[src/rtl/spq_pkg.sv]
`timescale 1ns / 1ps

package spq_pkg;

  // Capacity of the queue and the widths that follow from it.
  localparam int DEPTH  = 16;
  localparam int CNT_W  = $clog2(DEPTH + 1);
  localparam int VAL_W  = 32;
  localparam int IN_DW  = ((VAL_W + 7) / 8) * 8;
  localparam int OUT_DW = ((VAL_W + CNT_W + 7) / 8) * 8;
  localparam int ST_W   = 2;

  typedef logic [CNT_W-1:0]        count_t;
  typedef logic signed [VAL_W-1:0] value_t;

  typedef enum logic [ST_W-1:0] {
    ST_OK    = 2'd0,
    ST_FULL  = 2'd1,
    ST_EMPTY = 2'd2
  } status_t;

  // Input opcode carried in tuser.
  typedef enum logic {
    FN_INSERT = 1'b0,
    FN_REMOVE = 1'b1
  } func_t;

  // Command broadcast to every cell of the chain.
  typedef struct packed {
    logic ins;
    logic rem;
  } cmd_t;

endpackage

[src/rtl/spq_cell.sv]
`timescale 1ns / 1ps

// One slot of the sorted chain: compare against the broadcast value and
// keep, take the new value, or take a neighbor's entry.
module spq_cell (
  input  logic            clk,
  input  spq_pkg::cmd_t   cmd,
  input  spq_pkg::value_t value,
  input  logic            occ,
  input  logic            left_gt,
  input  spq_pkg::value_t left_entry,
  input  spq_pkg::value_t right_entry,
  output logic            gt,
  output spq_pkg::value_t entry
);

  spq_pkg::value_t entry_r;
  spq_pkg::value_t entry_nxt;

  // An empty slot acts as plus infinity so new values land there.
  assign gt    = !occ || (entry_r > value);
  assign entry = entry_r;

  always_comb begin
    entry_nxt = entry_r;
    priority if (cmd.ins && gt) begin
      entry_nxt = left_gt ? left_entry : value;
    end else if (cmd.rem) begin
      entry_nxt = right_entry;
    end
  end

  always_ff @(posedge clk) begin
    entry_r <= entry_nxt;
  end

endmodule

[src/rtl/sorted_priority_queue_core.sv]
`timescale 1ns / 1ps
// Sorted ascending priority queue built as a chain of compare-and-shift cells.
// The result beat appears on the output in the cycle after its input beat is accepted.
// Throughput: one insert or removal per cycle; the single output register
// sets it, and it holds while the downstream side keeps out_tready high.
// Reset (rst_n low, synchronous): the queue empties and the output goes idle.
module sorted_priority_queue_core (
  input  logic                      clk,
  input  logic                      rst_n,
  input  logic                      in_tvalid,
  output logic                      in_tready,
  input  logic [spq_pkg::IN_DW-1:0] in_tdata,   // [31:0] value
  input  logic                      in_tuser,   // [0] func
  output logic                      out_tvalid,
  input  logic                      out_tready,
  output logic [spq_pkg::OUT_DW-1:0] out_tdata, // [31:0] removed_value,
                                                // [CNT_W+31:32] entry_count
  output logic [spq_pkg::ST_W-1:0]  out_tuser   // [1:0] status
);

  // Cell chain signals.
  spq_pkg::value_t entries [spq_pkg::DEPTH];
  logic            gts     [spq_pkg::DEPTH];
  logic            occ     [spq_pkg::DEPTH];

  // Queue fill level and output register.
  spq_pkg::count_t  count_r, count_nxt;
  logic             out_valid_r, out_valid_nxt;
  spq_pkg::value_t  rm_val_r, rm_val_nxt;
  spq_pkg::status_t status_r, status_nxt;
  spq_pkg::count_t  cnt_out_r, cnt_out_nxt;

  spq_pkg::cmd_t   cmd;
  spq_pkg::value_t in_value;
  logic            in_accept;
  logic            is_full;
  logic            is_empty;

  // Take a new beat whenever the output slot is free or drains this cycle;
  // refuse beats while reset is held.
  assign in_tready = rst_n && (!out_valid_r || out_tready);
  assign in_accept = in_tvalid && in_tready;
  assign in_value  = spq_pkg::value_t'(in_tdata[spq_pkg::VAL_W-1:0]);
  assign is_full   = (count_r == spq_pkg::count_t'(spq_pkg::DEPTH));
  assign is_empty  = (count_r == '0);

  // Broadcast the operation to the chain only when it changes the store.
  assign cmd.ins = in_accept && (spq_pkg::func_t'(in_tuser) == spq_pkg::FN_INSERT) && !is_full;
  assign cmd.rem = in_accept && (spq_pkg::func_t'(in_tuser) == spq_pkg::FN_REMOVE) && !is_empty;

  for (genvar i = 0; i < spq_pkg::DEPTH; i++) begin : g_cell
    localparam spq_pkg::count_t IDX = spq_pkg::count_t'(i);
    // Slots below the fill level hold live values; the rest are free.
    assign occ[i] = (count_r > IDX);
    if (i == 0) begin : g_head
      // Head cell: a value that beats it always lands here.
      spq_cell u_cell (
        .clk        (clk),
        .cmd        (cmd),
        .value      (in_value),
        .occ        (occ[i]),
        .left_gt    (1'b0),
        .left_entry (in_value),
        .right_entry(entries[(i + 1) % spq_pkg::DEPTH]),
        .gt         (gts[i]),
        .entry      (entries[i])
      );
    end else if (i == spq_pkg::DEPTH - 1) begin : g_tail
      // Tail cell: nothing shifts in from the right; keep own entry.
      spq_cell u_cell (
        .clk        (clk),
        .cmd        (cmd),
        .value      (in_value),
        .occ        (occ[i]),
        .left_gt    (gts[i-1]),
        .left_entry (entries[i-1]),
        .right_entry(entries[i]),
        .gt         (gts[i]),
        .entry      (entries[i])
      );
    end else begin : g_mid
      spq_cell u_cell (
        .clk        (clk),
        .cmd        (cmd),
        .value      (in_value),
        .occ        (occ[i]),
        .left_gt    (gts[i-1]),
        .left_entry (entries[i-1]),
        .right_entry(entries[i+1]),
        .gt         (gts[i]),
        .entry      (entries[i])
      );
    end
  end

  always_comb begin
    count_nxt     = count_r;
    out_valid_nxt = out_valid_r;
    rm_val_nxt    = rm_val_r;
    status_nxt    = status_r;
    cnt_out_nxt   = cnt_out_r;

    // Drop the result once the downstream side takes it.
    if (out_valid_r && out_tready) begin
      out_valid_nxt = 1'b0;
    end

    if (in_accept) begin
      out_valid_nxt = 1'b1;
      rm_val_nxt    = '0;
      status_nxt    = spq_pkg::ST_OK;
      unique case (spq_pkg::func_t'(in_tuser))
        spq_pkg::FN_INSERT: begin
          if (is_full) begin
            status_nxt = spq_pkg::ST_FULL;
          end else begin
            count_nxt = count_r + 1'b1;
          end
        end
        spq_pkg::FN_REMOVE: begin
          if (is_empty) begin
            status_nxt = spq_pkg::ST_EMPTY;
          end else begin
            // Head of the chain is the minimum.
            rm_val_nxt = entries[0];
            count_nxt  = count_r - 1'b1;
          end
        end
        default: begin
          status_nxt = spq_pkg::ST_OK;
        end
      endcase
      cnt_out_nxt = count_nxt;
    end
  end

  always_ff @(posedge clk) begin
    if (!rst_n) begin
      count_r     <= '0;
      out_valid_r <= 1'b0;
    end else begin
      count_r     <= count_nxt;
      out_valid_r <= out_valid_nxt;
    end
    rm_val_r  <= rm_val_nxt;
    status_r  <= status_nxt;
    cnt_out_r <= cnt_out_nxt;
  end

  assign out_tvalid = out_valid_r;
  assign out_tdata  = spq_pkg::OUT_DW'({cnt_out_r, rm_val_r});
  assign out_tuser  = status_r;

`ifndef ASSERT_OFF
  // Fill level never passes capacity.
  a_count_bound: assert property (@(posedge clk) disable iff (!rst_n)
    count_r <= spq_pkg::count_t'(spq_pkg::DEPTH))
    else $error("queue fill level above capacity");

  // A successful insert raises the fill level by exactly one.
  a_insert_count: assert property (@(posedge clk) disable iff (!rst_n)
    cmd.ins |=> count_r == $past(count_r) + 1'b1)
    else $error("insert did not advance fill level");

  // A full status is only reported with the queue at capacity.
  a_full_status: assert property (@(posedge clk) disable iff (!rst_n)
    (out_valid_r && status_r == spq_pkg::ST_FULL) |->
      cnt_out_r == spq_pkg::count_t'(spq_pkg::DEPTH))
    else $error("full status with queue below capacity");

  // The two front cells stay in ascending order.
  a_head_sorted: assert property (@(posedge clk) disable iff (!rst_n)
    (count_r > spq_pkg::count_t'(1)) |-> entries[0] <= entries[1])
    else $error("front entries out of order");
`endif

endmodule

[config.mk]
export PLATFORM = sky130hd
export DESIGN_NAME = sorted_priority_queue_core
export DESIGN_NICKNAME = d
export VERILOG_FILES = /design/src/rtl/spq_pkg.sv /design/src/rtl/spq_cell.sv /design/src/rtl/sorted_priority_queue_core.sv
export SDC_FILE = /design/constraint.sdc
export NUM_CORES = 2
export LEC_CHECK = 0
export ABC_AREA = 1
export BUFFER_PORTS_ARGS = -buffer_cell sky130_fd_sc_hd__buf_2
export CAP_MARGIN = 5
export CORE_AREA = 10 10 407 369
export CTS_CLUSTER_DIAMETER = 30
export CTS_CLUSTER_SIZE = 40
export DETAILED_ROUTE_END_ITERATION = 7
export DIE_AREA = 0 0 417 379
export GPL_TIMING_DRIVEN = 0
export PLACE_DENSITY = 0.53
export RECOVER_POWER = 50
export SLEW_MARGIN = 20
export SYNTH_ARGS = -nofsm -noshare
export SYNTH_HDL_FRONTEND = slang
export SYNTH_SLANG_ARGS = --single-unit
export TNS_END_PERCENT = 1
[constraint.sdc]
create_clock -name clk -period 3.6 [get_ports clk]
set_input_delay 0.18 -clock clk [delete_from_list [all_inputs] [get_ports clk]]
set_output_delay 0.18 -clock clk [all_outputs]
set_load 0.01 [all_outputs]
After elaboration in Yosys (flattened, before gate mapping)
Index checks and enable logic that the tools add are counted.
{"block": "word_totals", "regBits": 557, "output_inout_bits": 44, "elab_cells": 187}
{"block": "op_classes", "n_addsub": 2, "n_lt_le_gt_ge": 32, "n_eq_ne": 1, "mux": 53, "bitwise": 1, "reduce_logical": 77}
{"cell": "32-bit two-way mux", "n": 45}
{"cell": "32-bit > comparator", "n": 16}
{"cell": "5-bit by 4-bit > comparator with 1-bit output, second input constant", "n": 8}
{"cell": "2-bit nonzero test", "n": 16}
{"cell": "1-bit logical AND", "n": 23}
{"cell": "5-bit by 3-bit > comparator with 1-bit output, second input constant", "n": 4}
{"cell": "1-bit zero test", "n": 19}
{"cell": "1-bit logical OR", "n": 17}
{"cell": "5-bit by 1-bit > comparator with 1-bit output, second input constant", "n": 2}
{"cell": "5-bit by 2-bit > comparator with 1-bit output, second input constant", "n": 2}
{"cell": "5-bit two-way mux", "n": 2}
{"cell": "5-bit one-hot mux with 2 select lines", "n": 1}
{"cell": "5-bit by 1-bit adder with 5-bit output, second input constant", "n": 1}
{"cell": "5-bit == test, second input constant", "n": 1}
{"cell": "5-bit zero test", "n": 1}
{"cell": "5-bit by 1-bit subtractor with 5-bit output, second input constant", "n": 1}
{"cell": "2-bit one-hot mux with 2 select lines", "n": 1}
{"cell": "1-bit two-way mux", "n": 3}
{"cell": "2-bit two-way mux", "n": 1}
{"cell": "2-bit OR reduction", "n": 1}
{"cell": "1-bit inverter", "n": 1}

Longest topological paths before layout
{"block": "logic_depth", "ltp_word": 8, "depth_mapped": 22, "mapped_depth_nobuf": 21}

By module
A second synthesis with hierarchy kept.
{"block": "hier_totals", "hier_cells": 5985, "area_unflattened_um2": 44850.5}
{"mod": "spq_cell", "n_inst": 16, "cells_each": 360, "area_each_um2": 2666.3}
{"mod": "sorted_priority_queue_core", "n_inst": 1, "cells_each": 225, "area_each_um2": 2189.6}

Worst setup path before layout
No wires, ideal clock.
{"block": "synth_path", "path_type": "input-to-reg", "start": "input in_tdata[27] (netlist bit)", "end": "register g_cell[15].g_tail.u_cell.entry_r[0], enable pin", "t_arrival_ns": 3.186, "setup_slack_ns": -0.017, "path_stages": 10, "n_path_buf": 0, "path_cell_list": "inv_1 ha_1 a21oi_1 o21ai_0 a211oi_1 o21a_1 nand2_1 nand2_1 nand3_1 a21oi_1"}
{"block": "synth_via", "elab_chain_cells": 3}
{"element": "start, declared", "line_no": "sorted_priority_queue_core.sv:12", "rtl": "input logic [spq_pkg::IN_DW-1:0] in_tdata,"}
{"element": "32-bit > comparator", "line_no": "spq_cell.sv:21", "rtl": "assign gt = !occ || (entry_r > value);"}
{"element": "1-bit logical OR", "line_no": "spq_cell.sv:21"}
{"element": "1-bit logical AND", "line_no": "spq_cell.sv:26", "rtl": "priority if (cmd.ins && gt) begin"}
{"element": "end signal, assigned", "line_no": "spq_cell.sv:34", "rtl": "entry_r <= entry_nxt;"}
{"element": "end, declared", "line_no": "spq_cell.sv:17", "rtl": "spq_pkg::value_t entry_r;"}
Every way passes these cells.
A chain may end at the register's enable or synchronous reset.

Worst setup path in the final report
{"block": "layout_path", "start": "register count_r[1]", "end": "register g_cell[13].g_mid.u_cell.entry_r[3], enable pin"}
{"block": "layout_via", "elab_chain_cells": 5}
{"element": "start, declared", "line_no": "sorted_priority_queue_core.sv:27", "rtl": "spq_pkg::count_t count_r, count_nxt;"}
{"element": "start signal, assigned", "line_no": "sorted_priority_queue_core.sv:142", "rtl": "count_r <= count_nxt;"}
{"element": "5-bit by 4-bit > comparator with 1-bit output / 5-bit == test (equally long branches)", "line_no": "sorted_priority_queue_core.sv:54, sorted_priority_queue_core.sv:44"}
{"element": "1-bit zero test, on equally long branches", "line_no": "spq_cell.sv:21, sorted_priority_queue_core.sv:48"}
{"element": "1-bit logical OR / 1-bit logical AND (equally long branches)", "line_no": "spq_cell.sv:21, sorted_priority_queue_core.sv:48"}
{"element": "1-bit logical AND", "line_no": "spq_cell.sv:26"}
{"element": "2-bit nonzero test (no line) *"}
{"element": "end signal, assigned", "line_no": "spq_cell.sv:34"}
{"element": "end, declared", "line_no": "spq_cell.sv:17"}
Every way passes the cells marked *; elsewhere a longest branch is shown, timed or not.

==> reports/results.txt <==
After layout, the minimum clock period comes to 3.75 ns. The die width is 417 µm. The run gives 288 as the final setup violation count. Timing would allow up to 0.267 GHz. Number of nets with antenna violations after detailed routing: 0. Via count of the first global-routing pass: 36509. The later pin in the worst-skew pair is clocked with a latency of 0.78 ns. The routability congestion estimate from global placement came out at 0.866. Global routing used 16.6% of the available tracks.

In the detailed route, the total length drawn on met2 is 60000 µm. The logs give 5607 for the synthesized instance count and 63700 µm for the routed metal-1 wirelength. Wire segments on met3 add up to 6860 µm in the final route.

The worst hold path startpoint is in_tdata[26]. For the total standard cell area after synthesis, the log shows 42200 µm². The worst supply voltage drop on vdd is 0.000512 V.

Once the floorplan was initialized, standard cells occupied 29.9% of the core. Once layout is done, the placed cells without fillers occupy 50400 µm². The number of antenna violations at the first check in global routing was 11. The path class of the tightest hold or removal check is input port to flip-flop.

The number of clock buffers added by TritonCTS is 163. The DRC violations left was 0; the detailed placer's ending HPWL was 108000 µm. At the worst endpoint, the arrival time is 4.08 ns. During placement, the flow inserted port buffers numbering 77. The cell type with the highest aggregate area in the netlist was sky130_fd_sc_hd__edfxtp_1. Counting flops and latches in the post-synthesis netlist gives 557. The clock network power share was 50.6%.

Sort of element at the start of the critical path: a flip-flop. The run gives 134000 µm as the wire length after detailed routing. The tools report the endpoint with the worst hold slack as g_cell[0].g_head.u_cell.entry[26]$_DFFE_PP_. The routed length per instance works out to 17.0 µm. The tree is rooted in a sky130_fd_sc_hd__clkbuf_16. Setup repair after global routing could not meet its margin everywhere. Path type of the worst setup path: flip-flop to flip-flop. The required time at the worst-slack endpoint came out at 3.92 ns.

The headroom to the max-slew limit is 17.6%, and the number of placed I/O pins is 81. The area share of the largest cell type after synthesis was 39.2%. The final reports fail on negative setup slack.

Synthesis instantiated 47 different standard cells from the library. The placed instances occupy a cell area of 45100 µm². At the pin with the least slew margin, the transition time is 1.23 ns. The switching power total is 8.53 mW. In the post-synthesis netlist, the biggest area contributors are sky130_fd_sc_hd__edfxtp_1 39%, sky130_fd_sc_hd__nand2_1 23%, sky130_fd_sc_hd__ha_1 15%. Net switching is 31.3% of the power. Clock-pin slew was measured on the worst setup and hold paths at 0.04 ns. Measured along the y axis, the die boundary spans 379 µm. No sink is reached through more buffers than the 3 on the longest clock path.

Highest routed metal layer: met4. On the final layout, the worst clock skew is 0.0240 ns. Summed over all cells, the static leakage comes to 24.1 nW. For the final number of max-transition violations, the log shows 0. The via count normalized by instance count came out at 4.70. The design internal power is 18.7 mW. Of all nets on the critical path, the largest fanout is 32. For this design the ratio of total power to cell area is 541 nW/µm². The first detailed-routing pass ran for 5 iterations.

In this run, the combinational gates consume 19.2% of the power. Adding up every negative setup slack in the final design gives -17.94 ns. For the worst flop-to-flop path, the logic depth is 8. The share of total power dissipated in sequential elements is 30.2%.

TritonCTS built the clock tree. The tool flagged a number of max-cap violations equal to 0. Entering global routing, the biggest net connects 49 pins.

Capturing point of the worst reg2reg path: g_cell[13].g_mid.u_cell.entry[3]$_DFFE_PP_. The area growth from synthesis to layout is 19.4%. The startpoint identified for the worst register-to-register timing path is count_r[1]$_SDFFE_PN0P_.

The internal reg-to-reg setup slack was -0.15 ns. The endpoint class of the critical path was a flip-flop. Count of endpoints failing hold in the final timing report: 0. For this block, the via count after detailed routing is 36975.

Of the cells placed in the final design, the portion with a size suffix greater than 1 is 8.27%. For this run, the number of Yosys warnings is 0. The worst hold path passes through 3 cells.

The total overflow left after global routing is 0. The logs give 207000 µm for the first-pass GRT wire length and 6416 for the final net count. For this block, the initial DRC count from the detailed router was 2866. The tools report the count of clock tree sinks as 557. Number of placement rows: 131. Sequential elements use 39.5% of the synthesized area.

The share of the cycle needed by the critical path after routing was 104%; the area of the core was 141000 µm². The mean instance size in the synthesized netlist works out to 7.53 µm². The die covers 158000 µm².

The tools report the post-layout worst setup margin as -0.152 ns. The run finished, with violations left. The clock tree synthesis step divided the H-tree into 4 levels.
-- timing repair --
item / 4_1_cts / 5_1_grt
hold buffers: 5 / 0
setup buffers: 0 / 0
setup endpoints to repair: 348 / 662
endpoints found under the hold margin: 9 / 0
resized for setup: 12 / 20
pin swaps: 0 / 1
-- worst max-delay path, cell delays in order (launching register included) --
cell and delay (ns):
sky130_fd_sc_hd__dfxtp_1 0.34, sky130_fd_sc_hd__inv_1 0.16, sky130_fd_sc_hd__ha_1 0.24, sky130_fd_sc_hd__nand2_1 0.10
sky130_fd_sc_hd__nor2_1 0.59, sky130_fd_sc_hd__nor2_1 0.13, sky130_fd_sc_hd__nand2_1 0.44, sky130_fd_sc_hd__clkbuf_2 0.65
sky130_fd_sc_hd__nand2_2 0.63
-- cell type report --
class                      count  area (µm²)
fill                       14952       90900
multi-input combinational   4468       23200
sequential                   557       16700
clock buffer                 197        4220
tap                         1862        2330
inverter                     318        1250
buffer                       266        1210
clock inverter               106        1010
timing repair buffer          88         492
antenna                        4        10.0
-- state kept, by name (all words and copies together) (netlist names) --
name,flops
g_cell.g_tail.u_cell.entry,32
g_cell.g_head.u_cell.entry,32
count_r,5
out_tvalid,1
out_tuser,2
cnt_out_r,5
rm_val_r,32
g_cell.g_mid.u_cell.entry,448
-- metal layers --
layer / vias to the layer above / global-route usage, %
li1: 19253 / -
met1: 16689 / 22.4
met2: 841 / 27.2
met3: 192 / 2.61
met4: 0 / 5.06
met5: - / 0
-- worst max-delay path by stage --
stage | depth (start not counted) | endpoint | startpoint
after global routing | 8 | g_cell[0].g_head.u_cell.entry[13]$_DFFE_PP_ | count_r[1]$_SDFFE_PN0P_
final | 8 | g_cell[13].g_mid.u_cell.entry[3]$_DFFE_PP_ | count_r[1]$_SDFFE_PN0P_
after CTS | 8 | g_cell[5].g_mid.u_cell.entry[11]$_DFFE_PP_ | count_r[0]$_SDFFE_PN0P_
after detailed placement | 16 | g_cell[1].g_mid.u_cell.entry[7]$_DFFE_PP_ | in_tdata[7]
after global placement | 13 | g_cell[14].g_mid.u_cell.entry[4]$_DFFE_PP_ | in_tdata[31]
after floorplan | 14 | g_cell[3].g_mid.u_cell.entry[0]$_DFFE_PP_ | in_tdata[21]
-- cell usage in the layout, fill, tap and decap left out, drive strengths merged, types with 5 or more instances in the layout --
master / count
nand2: 2636
nand3: 625
edfxtp: 551
ha: 517
clkbuf: 391
inv: 312
a21oi: 248
nor2: 195
buf: 155
o21ai: 129
clkinv: 77
nand4: 44
o21a: 27
clkinvlp: 21
bufinv: 14
a21o: 12
dfxtp: 6
o31ai: 6
dlygate4sd3: 5
nor3b: 5
nor4: 5
-- logic make-up (layout without fill, tap and decap cells) --
group	count (synthesis)	in the layout	share of synthesized area, %
simple gates	3516	3516	33.8
buf+inv	584	975	5.80
flops	557	557	39.5
fa+ha+maj	517	517	15.3
compound gates	429	429	5.59
xor+xnor	3	3	0.0622
other cells	1	7	0.00888
-- cell usage after synthesis (all sizes together) --
cell       n
nand2   2636
nand3    625
edfxtp   551
ha       517
inv      317
a21oi    248
nor2     195
buf      151
o21ai    129
clkbuf   115
nand4     44
o21a      27
a21o      12
dfxtp      6
o31ai      6
nor3b      5
nor4       5
nor3       4
a31oi      2
xor2       2
a211oi     1
a21boi     1
a22oi      1
and3       1
clkinv     1
conb       1
o21bai     1
o221ai     1
or2        1
xnor2      1
-- power by group through the flow --
stage               Combinational [mW]  Sequential (mW)  Clock [mW]
floorplan                         3.69             8.25           0
detailed placement                5.23             8.34           0
global route                      6.02             8.30        14.4
CTS                               5.28             8.24        14.0
global placement                  5.08             8.35           0
finish                            5.24             8.25        13.8
-- per-stage QoR --
step	std cells	total power, mW	hold WS, ns	util, %	worst slack [ns]
CTS	7862	27.5	0.125	35.7	-0.0712
global placement	7548	13.4	0.409	31.8	-1.60
floorplan	5609	11.9	0.297	-	0.362
global route	7864	28.7	0.135	35.7	-0.233
detailed placement	7554	13.6	0.415	31.9	-1.11
finish	7866	27.3	0.0943	35.7	-0.152
No activity file was read; power rests on OpenSTA's default activity.
